## config.mk

```make
export PLATFORM = sky130hd
export DESIGN_NAME = csv_field_splitter
export DESIGN_NICKNAME = d
export VERILOG_FILES = /design/src/hw/rtl/csf_pkg.sv /design/src/hw/rtl/csv_field_splitter.sv /design/src/hw/rtl/csf_in_reg.sv /design/src/hw/rtl/csf_core.sv /design/src/hw/rtl/csf_out_reg.sv
export VERILOG_INCLUDE_DIRS = /design/src /design/src/hw/rtl
export SDC_FILE = /design/constraint.sdc
export NUM_CORES = 1
export LEC_CHECK = 0
export BUFFER_PORTS_ARGS = -buffer_cell sky130_fd_sc_hd__buf_2
export CAP_MARGIN = 20
export CORE_MARGIN = 8
export CORE_UTILIZATION = 31
export CTS_BUF_LIST = sky130_fd_sc_hd__clkbuf_4 sky130_fd_sc_hd__clkbuf_8 sky130_fd_sc_hd__clkbuf_16
export CTS_CLUSTER_SIZE = 20
export DETAILED_ROUTE_END_ITERATION = 6
export PLACE_DENSITY_LB_ADDON = 0.15
export RECOVER_POWER = 50
export SYNTH_ARGS = -nofsm -noshare
export SYNTH_HDL_FRONTEND = slang
export SYNTH_SLANG_ARGS = --single-unit
```

## constraint.sdc

```tcl
create_clock -name clk_i -period 5.65 [get_ports clk_i]
set_input_delay 0.565 -clock clk_i [delete_from_list [all_inputs] [get_ports clk_i]]
set_output_delay 0.565 -clock clk_i [all_outputs]
set_load 0.05 [all_outputs]
```

## src/hw/rtl/assert_macros.svh

```systemverilog
`ifndef ASSERT_MACROS_SVH
`define ASSERT_MACROS_SVH

// Concurrent check of a plain property, disabled while reset is low.
`define CSF_ASSERT(lbl, clk, rst_n, prop, msg) \
  lbl: assert property (@(posedge clk) disable iff (!rst_n) (prop)) else $error(msg);

// Concurrent check of an overlapped implication, disabled while reset is low.
`define CSF_ASSERT_IMP(lbl, clk, rst_n, ante, cons, msg) \
  lbl: assert property (@(posedge clk) disable iff (!rst_n) (ante) |-> (cons)) else $error(msg);

// Concurrent check of a next-cycle implication, disabled while reset is low.
`define CSF_ASSERT_NXT(lbl, clk, rst_n, ante, cons, msg) \
  lbl: assert property (@(posedge clk) disable iff (!rst_n) (ante) |=> (cons)) else $error(msg);

`endif

```

## src/hw/rtl/csf_pkg.sv

```systemverilog
package csf_pkg;

  localparam logic [7:0] CharQuote = 8'h22;
  localparam logic [7:0] CharComma = 8'h2C;
  localparam logic [7:0] CharLf    = 8'h0A;
  localparam logic [7:0] CharCr    = 8'h0D;

  typedef enum logic {
    ReqText  = 1'b0,
    ReqFlush = 1'b1
  } req_type_e;

  typedef enum logic [1:0] {
    EvByte     = 2'd0,
    EvFieldEnd = 2'd1,
    EvRowEnd   = 2'd2
  } event_kind_e;

  typedef struct packed {
    req_type_e  req_type;
    logic [7:0] text_byte;
  } in_item_t;

  typedef struct packed {
    event_kind_e event_kind;
    logic [7:0]  field_byte;
  } out_item_t;

  typedef struct packed {
    logic inside_quotes;
    logic quote_pending;
    logic field_begun;
    logic row_has_fields;
  } split_state_t;

endpackage

```

## src/hw/rtl/csv_field_splitter.sv

```systemverilog
// Channel   Dir  tdata               tuser
// s_axis    in   [7:0] text_byte     [0] req_type (0 text byte, 1 end of input)
// m_axis    out  [7:0] field_byte    [1:0] event_kind (0 byte, 1 field, 2 row)
//
// One transaction per cycle is sustained in both directions while m_axis_tready stays high.
// An input transaction passes through the input register, decision logic and result register.
// Reset clears the quote and field flags and both valid registers.
// A stalled result holds the result register; input stalls only once the
// input register also holds an item that produces a result.
module csv_field_splitter (
  input  logic       clk_i,
  input  logic       rst_ni,
  input  logic       s_axis_tvalid_i,
  output logic       s_axis_tready_o,
  input  logic [7:0] s_axis_tdata_i,  // [7:0] text_byte
  input  logic       s_axis_tuser_i,  // [0] req_type
  output logic       m_axis_tvalid_o,
  input  logic       m_axis_tready_i,
  output logic [7:0] m_axis_tdata_o,  // [7:0] field_byte
  output logic [1:0] m_axis_tuser_o   // [1:0] event_kind
);
  import csf_pkg::*;

  in_item_t  s_item, in_item;
  out_item_t res, m_item;
  logic      in_vld, consume, res_vld, out_free;

  assign s_item.req_type  = req_type_e'(s_axis_tuser_i);
  assign s_item.text_byte = s_axis_tdata_i;

  csf_in_reg u_in_reg (
    .clk_i    (clk_i),
    .rst_ni   (rst_ni),
    .s_vld_i  (s_axis_tvalid_i),
    .s_rdy_o  (s_axis_tready_o),
    .s_item_i (s_item),
    .consume_i(consume),
    .vld_o    (in_vld),
    .item_o   (in_item)
  );

  csf_core u_core (
    .clk_i     (clk_i),
    .rst_ni    (rst_ni),
    .in_vld_i  (in_vld),
    .in_item_i (in_item),
    .out_free_i(out_free),
    .consume_o (consume),
    .res_vld_o (res_vld),
    .res_o     (res)
  );

  csf_out_reg u_out_reg (
    .clk_i   (clk_i),
    .rst_ni  (rst_ni),
    .load_i  (res_vld),
    .item_i  (res),
    .free_o  (out_free),
    .m_vld_o (m_axis_tvalid_o),
    .m_rdy_i (m_axis_tready_i),
    .m_item_o(m_item)
  );

  assign m_axis_tdata_o = m_item.field_byte;
  assign m_axis_tuser_o = m_item.event_kind;

endmodule

```

## src/hw/rtl/csf_in_reg.sv

```systemverilog
module csf_in_reg (
  input  logic              clk_i,
  input  logic              rst_ni,
  input  logic              s_vld_i,
  output logic              s_rdy_o,
  input  csf_pkg::in_item_t s_item_i,
  input  logic              consume_i,
  output logic              vld_o,
  output csf_pkg::in_item_t item_o
);
  import csf_pkg::*;

  logic     vld_q, vld_d;
  in_item_t item_q;
  logic     fire;

  assign s_rdy_o = !vld_q || consume_i;
  assign fire    = s_vld_i && s_rdy_o;

  always_comb begin
    vld_d = vld_q;
    if (fire) begin
      vld_d = 1'b1;
    end else if (consume_i) begin
      vld_d = 1'b0;
    end
  end

  always_ff @(posedge clk_i or negedge rst_ni) begin
    if (!rst_ni) begin
      vld_q <= 1'b0;
    end else begin
      vld_q <= vld_d;
    end
  end

  always_ff @(posedge clk_i) begin
    if (fire) begin
      item_q <= s_item_i;
    end
  end

  assign vld_o  = vld_q;
  assign item_o = item_q;

endmodule

```

## src/hw/rtl/csf_core.sv

```systemverilog
`include "assert_macros.svh"

module csf_core (
  input  logic               clk_i,
  input  logic               rst_ni,
  input  logic               in_vld_i,
  input  csf_pkg::in_item_t  in_item_i,
  input  logic               out_free_i,
  output logic               consume_o,
  output logic               res_vld_o,
  output csf_pkg::out_item_t res_o
);
  import csf_pkg::*;

  split_state_t st_q, st_d;
  logic         emit;
  out_item_t    res;
  logic [7:0]   b;
  logic         plain;

  assign b = in_item_i.text_byte;

  always_comb begin
    st_d             = st_q;
    emit             = 1'b0;
    plain            = 1'b0;
    res.event_kind   = EvByte;
    res.field_byte   = 8'h00;
    if (in_item_i.req_type == ReqFlush) begin
      st_d           = '0;
      emit           = st_q.field_begun || st_q.row_has_fields;
      res.event_kind = EvRowEnd;
    end else if (st_q.quote_pending) begin
      st_d.quote_pending = 1'b0;
      if (b == CharQuote) begin
        emit           = 1'b1;
        res.field_byte = CharQuote;
      end else begin
        st_d.inside_quotes = 1'b0;
        plain              = 1'b1;
      end
    end else if (st_q.inside_quotes) begin
      if (b == CharQuote) begin
        st_d.quote_pending = 1'b1;
      end else begin
        emit           = 1'b1;
        res.field_byte = b;
      end
    end else begin
      plain = 1'b1;
    end

    if (plain) begin
      if (b == CharQuote) begin
        st_d.inside_quotes = 1'b1;
        st_d.field_begun   = 1'b1;
      end else if (b == CharComma) begin
        st_d.field_begun    = 1'b0;
        st_d.row_has_fields = 1'b1;
        emit                = 1'b1;
        res.event_kind      = EvFieldEnd;
      end else if (b == CharLf || b == CharCr) begin
        if (st_q.field_begun || st_q.row_has_fields) begin
          st_d.field_begun    = 1'b0;
          st_d.row_has_fields = 1'b0;
          emit                = 1'b1;
          res.event_kind      = EvRowEnd;
        end
      end else begin
        st_d.field_begun = 1'b1;
        emit             = 1'b1;
        res.field_byte   = b;
      end
    end
  end

  assign consume_o = in_vld_i && (!emit || out_free_i);
  assign res_vld_o = in_vld_i && emit && out_free_i;
  assign res_o     = res;

  always_ff @(posedge clk_i or negedge rst_ni) begin
    if (!rst_ni) begin
      st_q <= '0;
    end else if (consume_o) begin
      st_q <= st_d;
    end
  end

  `CSF_ASSERT_IMP(a_pending_in_quotes, clk_i, rst_ni, st_q.quote_pending, st_q.inside_quotes, "quote pending outside quotes")
  `CSF_ASSERT_NXT(a_flush_clears, clk_i, rst_ni, consume_o && in_item_i.req_type == ReqFlush, st_q == '0, "state not cleared after end of input")
  `CSF_ASSERT_IMP(a_end_no_byte, clk_i, rst_ni, res_vld_o && res_o.event_kind != EvByte, res_o.field_byte == 8'h00, "nonzero byte on field or row end")

endmodule

```

## src/hw/rtl/csf_out_reg.sv

```systemverilog
module csf_out_reg (
  input  logic               clk_i,
  input  logic               rst_ni,
  input  logic               load_i,
  input  csf_pkg::out_item_t item_i,
  output logic               free_o,
  output logic               m_vld_o,
  input  logic               m_rdy_i,
  output csf_pkg::out_item_t m_item_o
);
  import csf_pkg::*;

  logic      vld_q, vld_d;
  out_item_t item_q;

  assign free_o = !vld_q || m_rdy_i;

  always_comb begin
    vld_d = vld_q;
    if (load_i) begin
      vld_d = 1'b1;
    end else if (m_rdy_i) begin
      vld_d = 1'b0;
    end
  end

  always_ff @(posedge clk_i or negedge rst_ni) begin
    if (!rst_ni) begin
      vld_q <= 1'b0;
    end else begin
      vld_q <= vld_d;
    end
  end

  always_ff @(posedge clk_i) begin
    if (load_i) begin
      item_q <= item_i;
    end
  end

  assign m_vld_o  = vld_q;
  assign m_item_o = item_q;

endmodule

```

==> out/results.ini, run 1 <==
[status]
status = completed

[global_route]
antenna_found_initial = 0
grt_pass1_wl_mm = 3.30
grt_usage = 0.0754
grt_max_degree = 16
grt.overflow.total = 0
grt_pass1_vias = 767

[pwr]
intPower_mw = 0.289
pwr-share-seq = 0.549
p_sw_frac = 0.359
p_sw_mw = 0.162
pwr-share-clk = 0.170
max-vdd-ir-drop_mv = 0.113
power_density_nw_per_um2 = 349
totalPowerFinal_mw = 0.451
comb_power_share = 0.281
p_leak_nw = 0.458

[clock_tree]
h-tree-depth = 1
path_clk_slew_ns = 0.13
cts_tree = yes
cts_made_buffers = 3
cts_hold_buf = 0
cts_resized = 0
clockBufferDepth = 2
cts_sinks = 25
clock_latency_ns = 0.31
cts_setup_buffers = 0
cts_root_buf = clkbuf_4

[cells_and_area]
fin_nets = 125
diodes = 0
fin_cells = 157
fillCellCount = 330
area_growth_pct = 16.9
drive_above_1_share = 0.180

[timing]
finalHoldViolCount = 0
maxSlewHeadroom = 0.458
setup_viol = 0
period_share = 0.562
slew_violations = 0
fin_skew_ns = 0.00256
tns_ns = 0
worstMarginPinSlew_ns = 0.810
max_freq_ghz = 0.315
rsz0062_at_grt = no
layout_setup_ws_ns = 2.47
layout_min_cycle_time_ns = 3.18

[die]
io_pins = 25
die-area_sq_um = 5740
num_rows = 21
die-width_um = 75.7
fp.dieH_um = 75.7
core-area_sq_um = 3390
start_util = 0.326

[place]
dp_hpwl_mm = 1.60
routabilityCongestion = 0.851
dp_slack_ns = 2.84
dp.cells = 153
portBuffers = 24

[worst_setup_path]
setup.worst_path.start_class = register
worstSetupPathType = register to output pin
regToRegStartpoint = u_in_reg.item_o[3]
crit_start = u_in_reg.item_o[3]
cp.arrival_ns = 2.61
path_buf_inv = 1
critPathMaxFanout = 5
crit_required_ns = 5.09
endpoint_kind = output pin
cpMaxStageDelayCell = or4_1
path_delay_family = simple AND/OR/NAND/NOR gates
worstPathCellList = or4_1, or3_4, or3_4, nand4_1, or3b_1, buf_2
crit_top_cell = or3_4
slowest_delay_ns = 0.54

[detailed_routing]
wl_mm = 2.02
drtIter0Drc = 51
drc = 0
routed_via_density = 4.80
ant_nets = 0
wl_per_cell_um = 12.9
dr.pass1.iters = 4
num_vias = 753

[yosys]
syn_nets = 97
synth_compound_area_frac = 0.106
syn_area_sq_um = 1110
synth_top_family_by_area = simple AND/OR/NAND/NOR gates
synth-simple-area-share = 0.229
seq_area_frac_synth = 0.652
synth.mux.area_fraction = 0
ys_warn_count = 0
syn_area_per_cell_sq_um = 13.2
synth.distinct_cells = 34
synth-seq-cells = 25
syn_inst = 84
synthAdderAreaFrac = 0
synth_xor_area_frac = 0

[hold_path]
hold_class = primary input to async pin

[flow_run]
drv_cap = 0

[Yosys cell counts]
master     n  area, sq um
nand3b_1   1         7.51
nand2_1    3         11.3
nand4b_1   1         8.76
a21oi_1    4         20.0
dfrtp_1    6          150
a41oi_4    1         27.5
or3_1      2         12.5
nand4_1    1         6.26
o21a_1     1         7.51
or3_4      2         22.5
edfxtp_1  19          571
and2_1     1         6.26
a22oi_1    1         7.51
or4bb_1    1         11.3
nor3b_1    4         30.0
o22ai_1    1         6.26
a21o_1     1         7.51
nand3_1    2         10.0
nor2_1     6         22.5
nor2b_1    4         25.0
or2_2      1         6.26
or4_1      2         15.0
or3b_1     1         8.76
o21bai_1   1         7.51
nor3_1     1         5.00
a22o_1     1         8.76
o21ai_1    1         5.00
nor4_1     1         6.26
a31oi_1    1         6.26
o31a_1     1         8.76
inv_1      3         11.3
o21ai_0    1         5.00
nand2b_1   6         37.5
clkbuf_1   1         3.75
[power by group through the flow]
stage               sequential, mW  clock, mW  combinational, mW
global placement             0.251          0              0.132
CTS                          0.248     0.0805              0.132
detailed placement           0.252          0              0.132
finish                       0.248     0.0768              0.127
global route                 0.253     0.0891              0.136
floorplan                    0.296          0             0.0534
[final cells by class]
| type | instances | area, sq um | area share |
|---|---|---|---|
| inverter | 3 | 11.3 | 0.00871 |
| clock inverter | 1 | 5.00 | 0.00387 |
| multi-input combinational | 55 | 370 | 0.287 |
| timing repair buffer | 24 | 105 | 0.0813 |
| clock buffer | 3 | 22.5 | 0.0174 |
| tap | 46 | 57.6 | 0.0445 |
| sequential | 25 | 721 | 0.558 |
[layout by cell type, fill, tap and decap left out, types with 4 or more instances in the layout]
cell type / instances
nor2b_1: 4
clkbuf_1: 12
buf_2: 12
dfrtp_1: 6
nor3b_1: 4
a21oi_1: 4
nand2b_1: 6
edfxtp_1: 19
nor2_1: 6
[metal layers]
| metal | global-route usage | wire length, um |
|---|---|---|
| met5 | 0 | 0 |
| met4 | 0.0384 | 27 |
| met3 | 0.0158 | 128 |
| met2 | 0.127 | 970 |
| met1 | 0.0885 | 894 |
[logic make-up after synthesis]
| group | Yosys count |
|---|---|
| buf+inv | 4 |
| simple gates | 40 |
| compound gates | 15 |
| flops | 25 |
[final timing paths]
check | endpoint | slack (ns) | cells past startpoint
setup / recovery | s_axis_tready_o | 2.47 | 6
hold / removal | u_in_reg.vld_o | 0.1 | 1
setup reg to reg | u_in_reg.item_o[4] | 2.92 | 6
hold reg to reg | u_core.st_q[0] | 0.54 | 1
max in group asynchronous | u_core.st_q[0] | 5.32 | 1
min in group clk_i | u_in_reg.item_o[1] | 0.42 | 1
[per-stage QoR]
step | cell area [sq um] | hold slack (ns) | utilization
2_1_floorplan | 1110 | 0.269 | -
3_3_place_gp | 1280 | 0.397 | 0.378
3_5_place_dp | 1280 | 0.396 | 0.378
4_1_cts | 1310 | 0.0454 | 0.386
5_1_grt | 1290 | 0.106 | 0.381
6_report | 1290 | 0.0959 | 0.381
[flip-flops by register name, summed over array words and instances, names as in the netlist]
name	count
u_core.st_q	4
u_out_reg.m_vld_o	1
u_in_reg.item_o	9
u_in_reg.vld_o	1
u_out_reg.m_item_o	10
No activity file was read; power rests on OpenSTA's default activity.
==> inputs of run 2 (changes only) <==
==> constraint.sdc (replaced) <==
create_clock -name clk_i -period 2.6 [get_ports clk_i]
set_input_delay 0.26 -clock clk_i [delete_from_list [all_inputs] [get_ports clk_i]]
set_output_delay 0.26 -clock clk_i [all_outputs]
set_load 0.05 [all_outputs]
==> run 2 against run 1 <==
  * The flow now finishes with violations (setup timing)
  * Sequential power grew 120%
  * Sequential share of layout area down 5.8 points
  * Cell count is 7.6% higher
  * Combinational power grew to 2.6 times the previous value
  * Routed wire length rose by 17%
  * Hold slack improved by 0.0053 ns
  * Global-route usage rose by 1.6 points
  * Via count rose by 6.4%
  * Clock-buffer cell count did not move
  * Clock power is 130% higher
  * Die area is the same
  * First-iteration DRC count shrank 47%
==> out/results.ini, run 2 (synthesized netlist as in run 1, its figures left out) <==
[die]
die-area_sq_um = 5740
fp.dieH_um = 75.7
die-width_um = 75.7
core-area_sq_um = 3390
num_rows = 21
io_pins = 25
start_util = 0.326

[place]
dp_hpwl_mm = 1.75
dp.cells = 158
placed_area_sq_um = 1320
routabilityCongestion = 0.885
portBuffers = 24

[timing]
period_share = 1.03
layout_min_cycle_time_ns = 2.69
maxSlewHeadroom = 0.428
layout_setup_ws_ns = -0.0909
tns_ns = -0.0909
slew_violations = 0
setup_viol = 1
finalHoldViolCount = 0
max_freq_ghz = 0.372
fin_skew_ns = 0.00426
rsz0062_at_grt = yes
worstMarginPinSlew_ns = 0.855

[hold_path]
min_from = s_axis_tuser_i
hold_class = primary input to register

[detailed_routing]
drc = 0
wl_mm = 2.37
routed_via_density = 4.74
drtIter0Drc = 27
num_vias = 801
ant_nets = 0
wl_per_cell_um = 14.0
dr.pass1.iters = 4

[worst_setup_path]
r2r_slack_ns = 0.07
setup.worst_path.start_class = register
endpoint_kind = output pin
rr_worst_depth = 7
crit_start = u_in_reg.item_o[3]
crit_required_ns = 2.34
regToRegStartpoint = u_in_reg.item_o[3]
timing.rr.end = u_in_reg.item_o[4]
cp.arrival_ns = 2.43
worstSetupPathType = register to output pin
worstSetupEndpoint = s_axis_tready_o
critPathMaxFanout = 3

[cells_and_area]
final_cell_mix = edfxtp_1, buf_2, buf_4
fin_nets = 137
fin_cells = 169
layout.cells.most_common = edfxtp_1
diodes = 0
largest_reg_flops = 10
area_growth_pct = 30.4
drive_above_1_share = 0.366
final_area_sq_um = 1440

[pwr]
p_leak_nw = 0.550
max-vdd-ir-drop_mv = 0.199
power_density_nw_per_um2 = 719

[status]
violations = setup timing
status = finished, violations left

[global_route]
grt_max_degree = 16
antenna_found_initial = 0
grt_pass1_wl_mm = 3.91
grt_usage = 0.0914
grt_pass1_vias = 856
grt.overflow.total = 0

[clock_tree]
clockBufferDepth = 2
path_clk_slew_ns = 0.14
h-tree-depth = 1
cts_tree = yes
cts_made_buffers = 3
cts_root_buf = clkbuf_4
cts_sinks = 25
clock_latency_ns = 0.32

[flow_run]
drv_cap = 0

==> run 2: cell type report <==
class	count	area, sq um
inverters	3	11.3
well taps	46	57.6
clock buffers	3	22.5
repair buffers	35	209
multi-input cells	56	417
clock inverters	1	5.00
flip-flops and latches	25	721
fillers	333	1950
==> run 2: timing repair <==
item / CTS / global route
hold buffers: 1 / 0
endpoints found under the setup margin: 11 / 20
hold endpoints to repair: 6 / 0
setup buffers: 2 / 3
resized for setup: 6 / 5
pin swaps: 3 / 4
gates cloned: 0 / 1
==> run 2: worst min path at each step <==
stage                               endpoint  slack, ns  cells past startpoint
after global routing      u_in_reg.item_o[6]       0.07                      1
after global placement     u_out_reg.m_vld_o       0.09                      1
after floorplan               u_core.st_q[0]      -0.04                      0
after CTS                 u_in_reg.item_o[8]       0.09                      1
final                     u_in_reg.item_o[8]       0.10                      1
after detailed placement      u_in_reg.vld_o       0.09                      1
==> run 2: critical path, stage by stage (launching register included) <==
cell and delay, ns:
edfxtp_1 0.42, or4_4 0.54, or3_4 0.35, or3_4 0.37, nand4_1 0.12, or3b_4 0.17
buf_8 0.14
==> run 2: power by group <==
group          switching (mW)  leakage [nW]  internal (mW)  total [mW]
combinational           0.223         0.273          0.103       0.326
sequential             0.0346         0.259          0.502       0.537
clock                   0.117        0.0177         0.0577       0.175
total                   0.375         0.550          0.663        1.04
==> run 2: stage by stage <==
step / hold slack (ns) / utilization / power, mW / setup WS [ns]
floorplan: -0.0356 / - / 0.763 / 0.00967
global placement: 0.0904 / 0.390 / 0.846 / 0.0578
detailed placement: 0.0945 / 0.390 / 0.850 / 0.00138
CTS: 0.0940 / 0.413 / 1.04 / -0.115
global route: 0.0653 / 0.426 / 1.11 / -0.205
finish: 0.101 / 0.426 / 1.04 / -0.0909
==> run 2: per-layer routing <==
metal	track usage	up-vias	routed length, um	share of wire
li1	-	394	-	-
met1	0.0999	379	940	0.40
met2	0.155	24	1220	0.51
met3	0.0276	4	171	0.072
met4	0.0490	0	40	0.017
met5	0	-	0	0
==> inputs of run 3 (changes only) <==
--- a/config.mk
+++ b/config.mk
@@ -9,7 +9,7 @@
 export BUFFER_PORTS_ARGS = -buffer_cell sky130_fd_sc_hd__buf_2
 export CAP_MARGIN = 20
 export CORE_MARGIN = 8
-export CORE_UTILIZATION = 31
+export CORE_UTILIZATION = 47
 export CTS_BUF_LIST = sky130_fd_sc_hd__clkbuf_4 sky130_fd_sc_hd__clkbuf_8 sky130_fd_sc_hd__clkbuf_16
 export CTS_CLUSTER_SIZE = 20
 export DETAILED_ROUTE_END_ITERATION = 6
==> run 3 against run 2 <==
  * The flow still finishes with violations (setup timing)
  * Clock-buffer cell count unchanged
  * Sequential power about the same
  * Non-clock buffer count down 2
  * Fmax up 0.16%
  * Critical path depth unchanged
  * Via count up 0.75%
  * Cell count down 12%
  * Cell area down 3.5%
  * Sequential share of layout area up 1.8 points
  * First-iteration DRC count down 19%
  * Clock power down 3%
  * Clock skew up 0.0063 ns
  * Critical path type unchanged
==> out/results.ini, run 3 (synthesized netlist as in run 1, its figures left out) <==
[status]
status = finished, violations left
violations = setup timing

[clock_tree]
cts_tree = yes
cts_sinks = 25
cts_root_buf = clkbuf_4
clock_latency_ns = 0.31
cts_made_buffers = 3
h-tree-depth = 1
path_clk_slew_ns = 0.14
clockBufferDepth = 2

[worst_setup_path]
r2r_slack_ns = 0.07
setup.worst_path.start_class = register
critPathMaxFanout = 4
worstSetupPathType = register to output pin
endpoint_kind = output pin
crit_top_cell = or3_4
worstPathCellList = or4_4, or3_4, or3_4, nand4_1, or3b_4, buf_8
cpMaxStageDelayCell = or4_4
slowest_delay_ns = 0.55
crit_required_ns = 2.34
cp.arrival_ns = 2.43

[global_route]
antenna_found_initial = 0
grt_max_degree = 16
grt.overflow.total = 0
grt_pass1_wl_mm = 3.59
grt_pass1_vias = 794
grt_usage = 0.106

[detailed_routing]
num_vias = 807
drt-met1-wl_um = 938
dr.max_layer_used = met4
dr.pass1.iters = 4
ant_nets = 0
drc = 0
routed_via_density = 5.42
drtIter0Drc = 22
wl_per_cell_um = 14.8
wl_mm = 2.20
met2_length_mm = 1.08
dr_wl_met3_um = 168

[place]
portBuffers = 24
routabilityCongestion = 0.824
dp_hpwl_mm = 1.60

[pwr]
pwr-share-seq = 0.525
p_sw_mw = 0.365
p_sw_frac = 0.356
intPower_mw = 0.660
pwr-share-clk = 0.165
power_density_nw_per_um2 = 736
comb_power_share = 0.310
p_leak_nw = 0.527
totalPowerFinal_mw = 1.03
max-vdd-ir-drop_mv = 0.475

[cells_and_area]
fin_nets = 135
drive_above_1_share = 0.314
layout.cells.most_common = edfxtp_1
diodes = 0
area_growth_pct = 25.9
largest_reg_flops = 10
final_cell_mix = edfxtp_1, buf_2, clkbuf_1

[timing]
maxSlewHeadroom = 0.599
finalHoldViolCount = 0
setup_viol = 1
slew_violations = 0
layout_setup_ws_ns = -0.0866
tns_ns = -0.0866
period_share = 1.03
worstMarginPinSlew_ns = 0.604
layout_min_cycle_time_ns = 2.69
fin_skew_ns = 0.0105
max_freq_ghz = 0.372
rsz0062_at_grt = yes

[die]
core-area_sq_um = 2210
die-width_um = 64.5
start_util = 0.500
die-area_sq_um = 4160
io_pins = 25
num_rows = 17
fp.dieH_um = 64.5

[flow_run]
drv_cap = 0

[hold_path]
hold_class = primary input to register

==> run 3: cell types whose count changed in the layout (fill, tap and decap cells not counted), sizes merged <==
cell	delta
clkbuf	+4
buf	-6
==> run 3: cell type report <==
| cell class | count | area [sq um] |
|---|---|---|
| inverters | 3 | 11.3 |
| flip-flops and latches | 25 | 721 |
| well taps | 28 | 35.0 |
| multi-input cells | 56 | 409 |
| clock buffers | 3 | 22.5 |
| clock inverters | 1 | 5.00 |
| repair buffers | 33 | 189 |
| fillers | 195 | 820 |
==> run 3: final timing paths <==
path	startpoint	to	depth (start not counted)
max	u_in_reg.item_o[7]	s_axis_tready_o	6
min	s_axis_tuser_i	u_in_reg.item_o[8]	1
max reg2reg	u_in_reg.item_o[7]	u_in_reg.item_o[7]	7
min reg2reg	u_core.st_q[0]	u_core.st_q[0]	1
max in group asynchronous	rst_ni	u_core.st_q[0]	2
min in group asynchronous	rst_ni	u_core.st_q[2]	2
==> run 3: stage by stage <==
step | hold slack (ns) | std cells | area, sq um | util | setup WS [ns]
2_1_floorplan | -0.0356 | 84 | 1110 | - | 0.00967
3_3_place_gp | 0.0853 | 137 | 1280 | 0.577 | 0.103
3_5_place_dp | 0.0887 | 137 | 1280 | 0.577 | 0.0279
4_1_cts | 0.102 | 146 | 1370 | 0.617 | -0.0892
5_1_grt | 0.0910 | 149 | 1390 | 0.630 | -0.167
6_report | 0.108 | 149 | 1390 | 0.630 | -0.0866
==> run 3: timing repair <==
item / 4_1_cts / 5_1_grt
endpoints found under the hold margin: 6 / 0
cloned: 0 / 1
setup buffers: 4 / 2
resized for setup: 6 / 4
pin swaps: 3 / 5
setup endpoints to repair: 8 / 20
hold buffers: 1 / 0
==> run 3: routing by layer <==
metal / track usage / up-vias
met3: 0.0395 / 2
met4: 0.0490 / 0
li1: - / 392
met1: 0.121 / 390
met2: 0.171 / 23
met5: 0 / -
==> run 3: power by group through the flow <==
stage	Combinational, mW	Clock (mW)	Sequential, mW
4_1_cts	0.315	0.173	0.537
6_report	0.318	0.169	0.538
5_1_grt	0.344	0.187	0.545
3_5_place_dp	0.294	0	0.546
2_1_floorplan	0.119	0	0.644
3_3_place_gp	0.293	0	0.544
==> run 3: worst max-delay path, delay by kind of cell, from the launching register on <==
kind / cells / cell delay, ns
flip-flops: 1 / 0.45
buffers and inverters: 1 / 0.14
AND/OR/NAND/NOR: 5 / 1.54
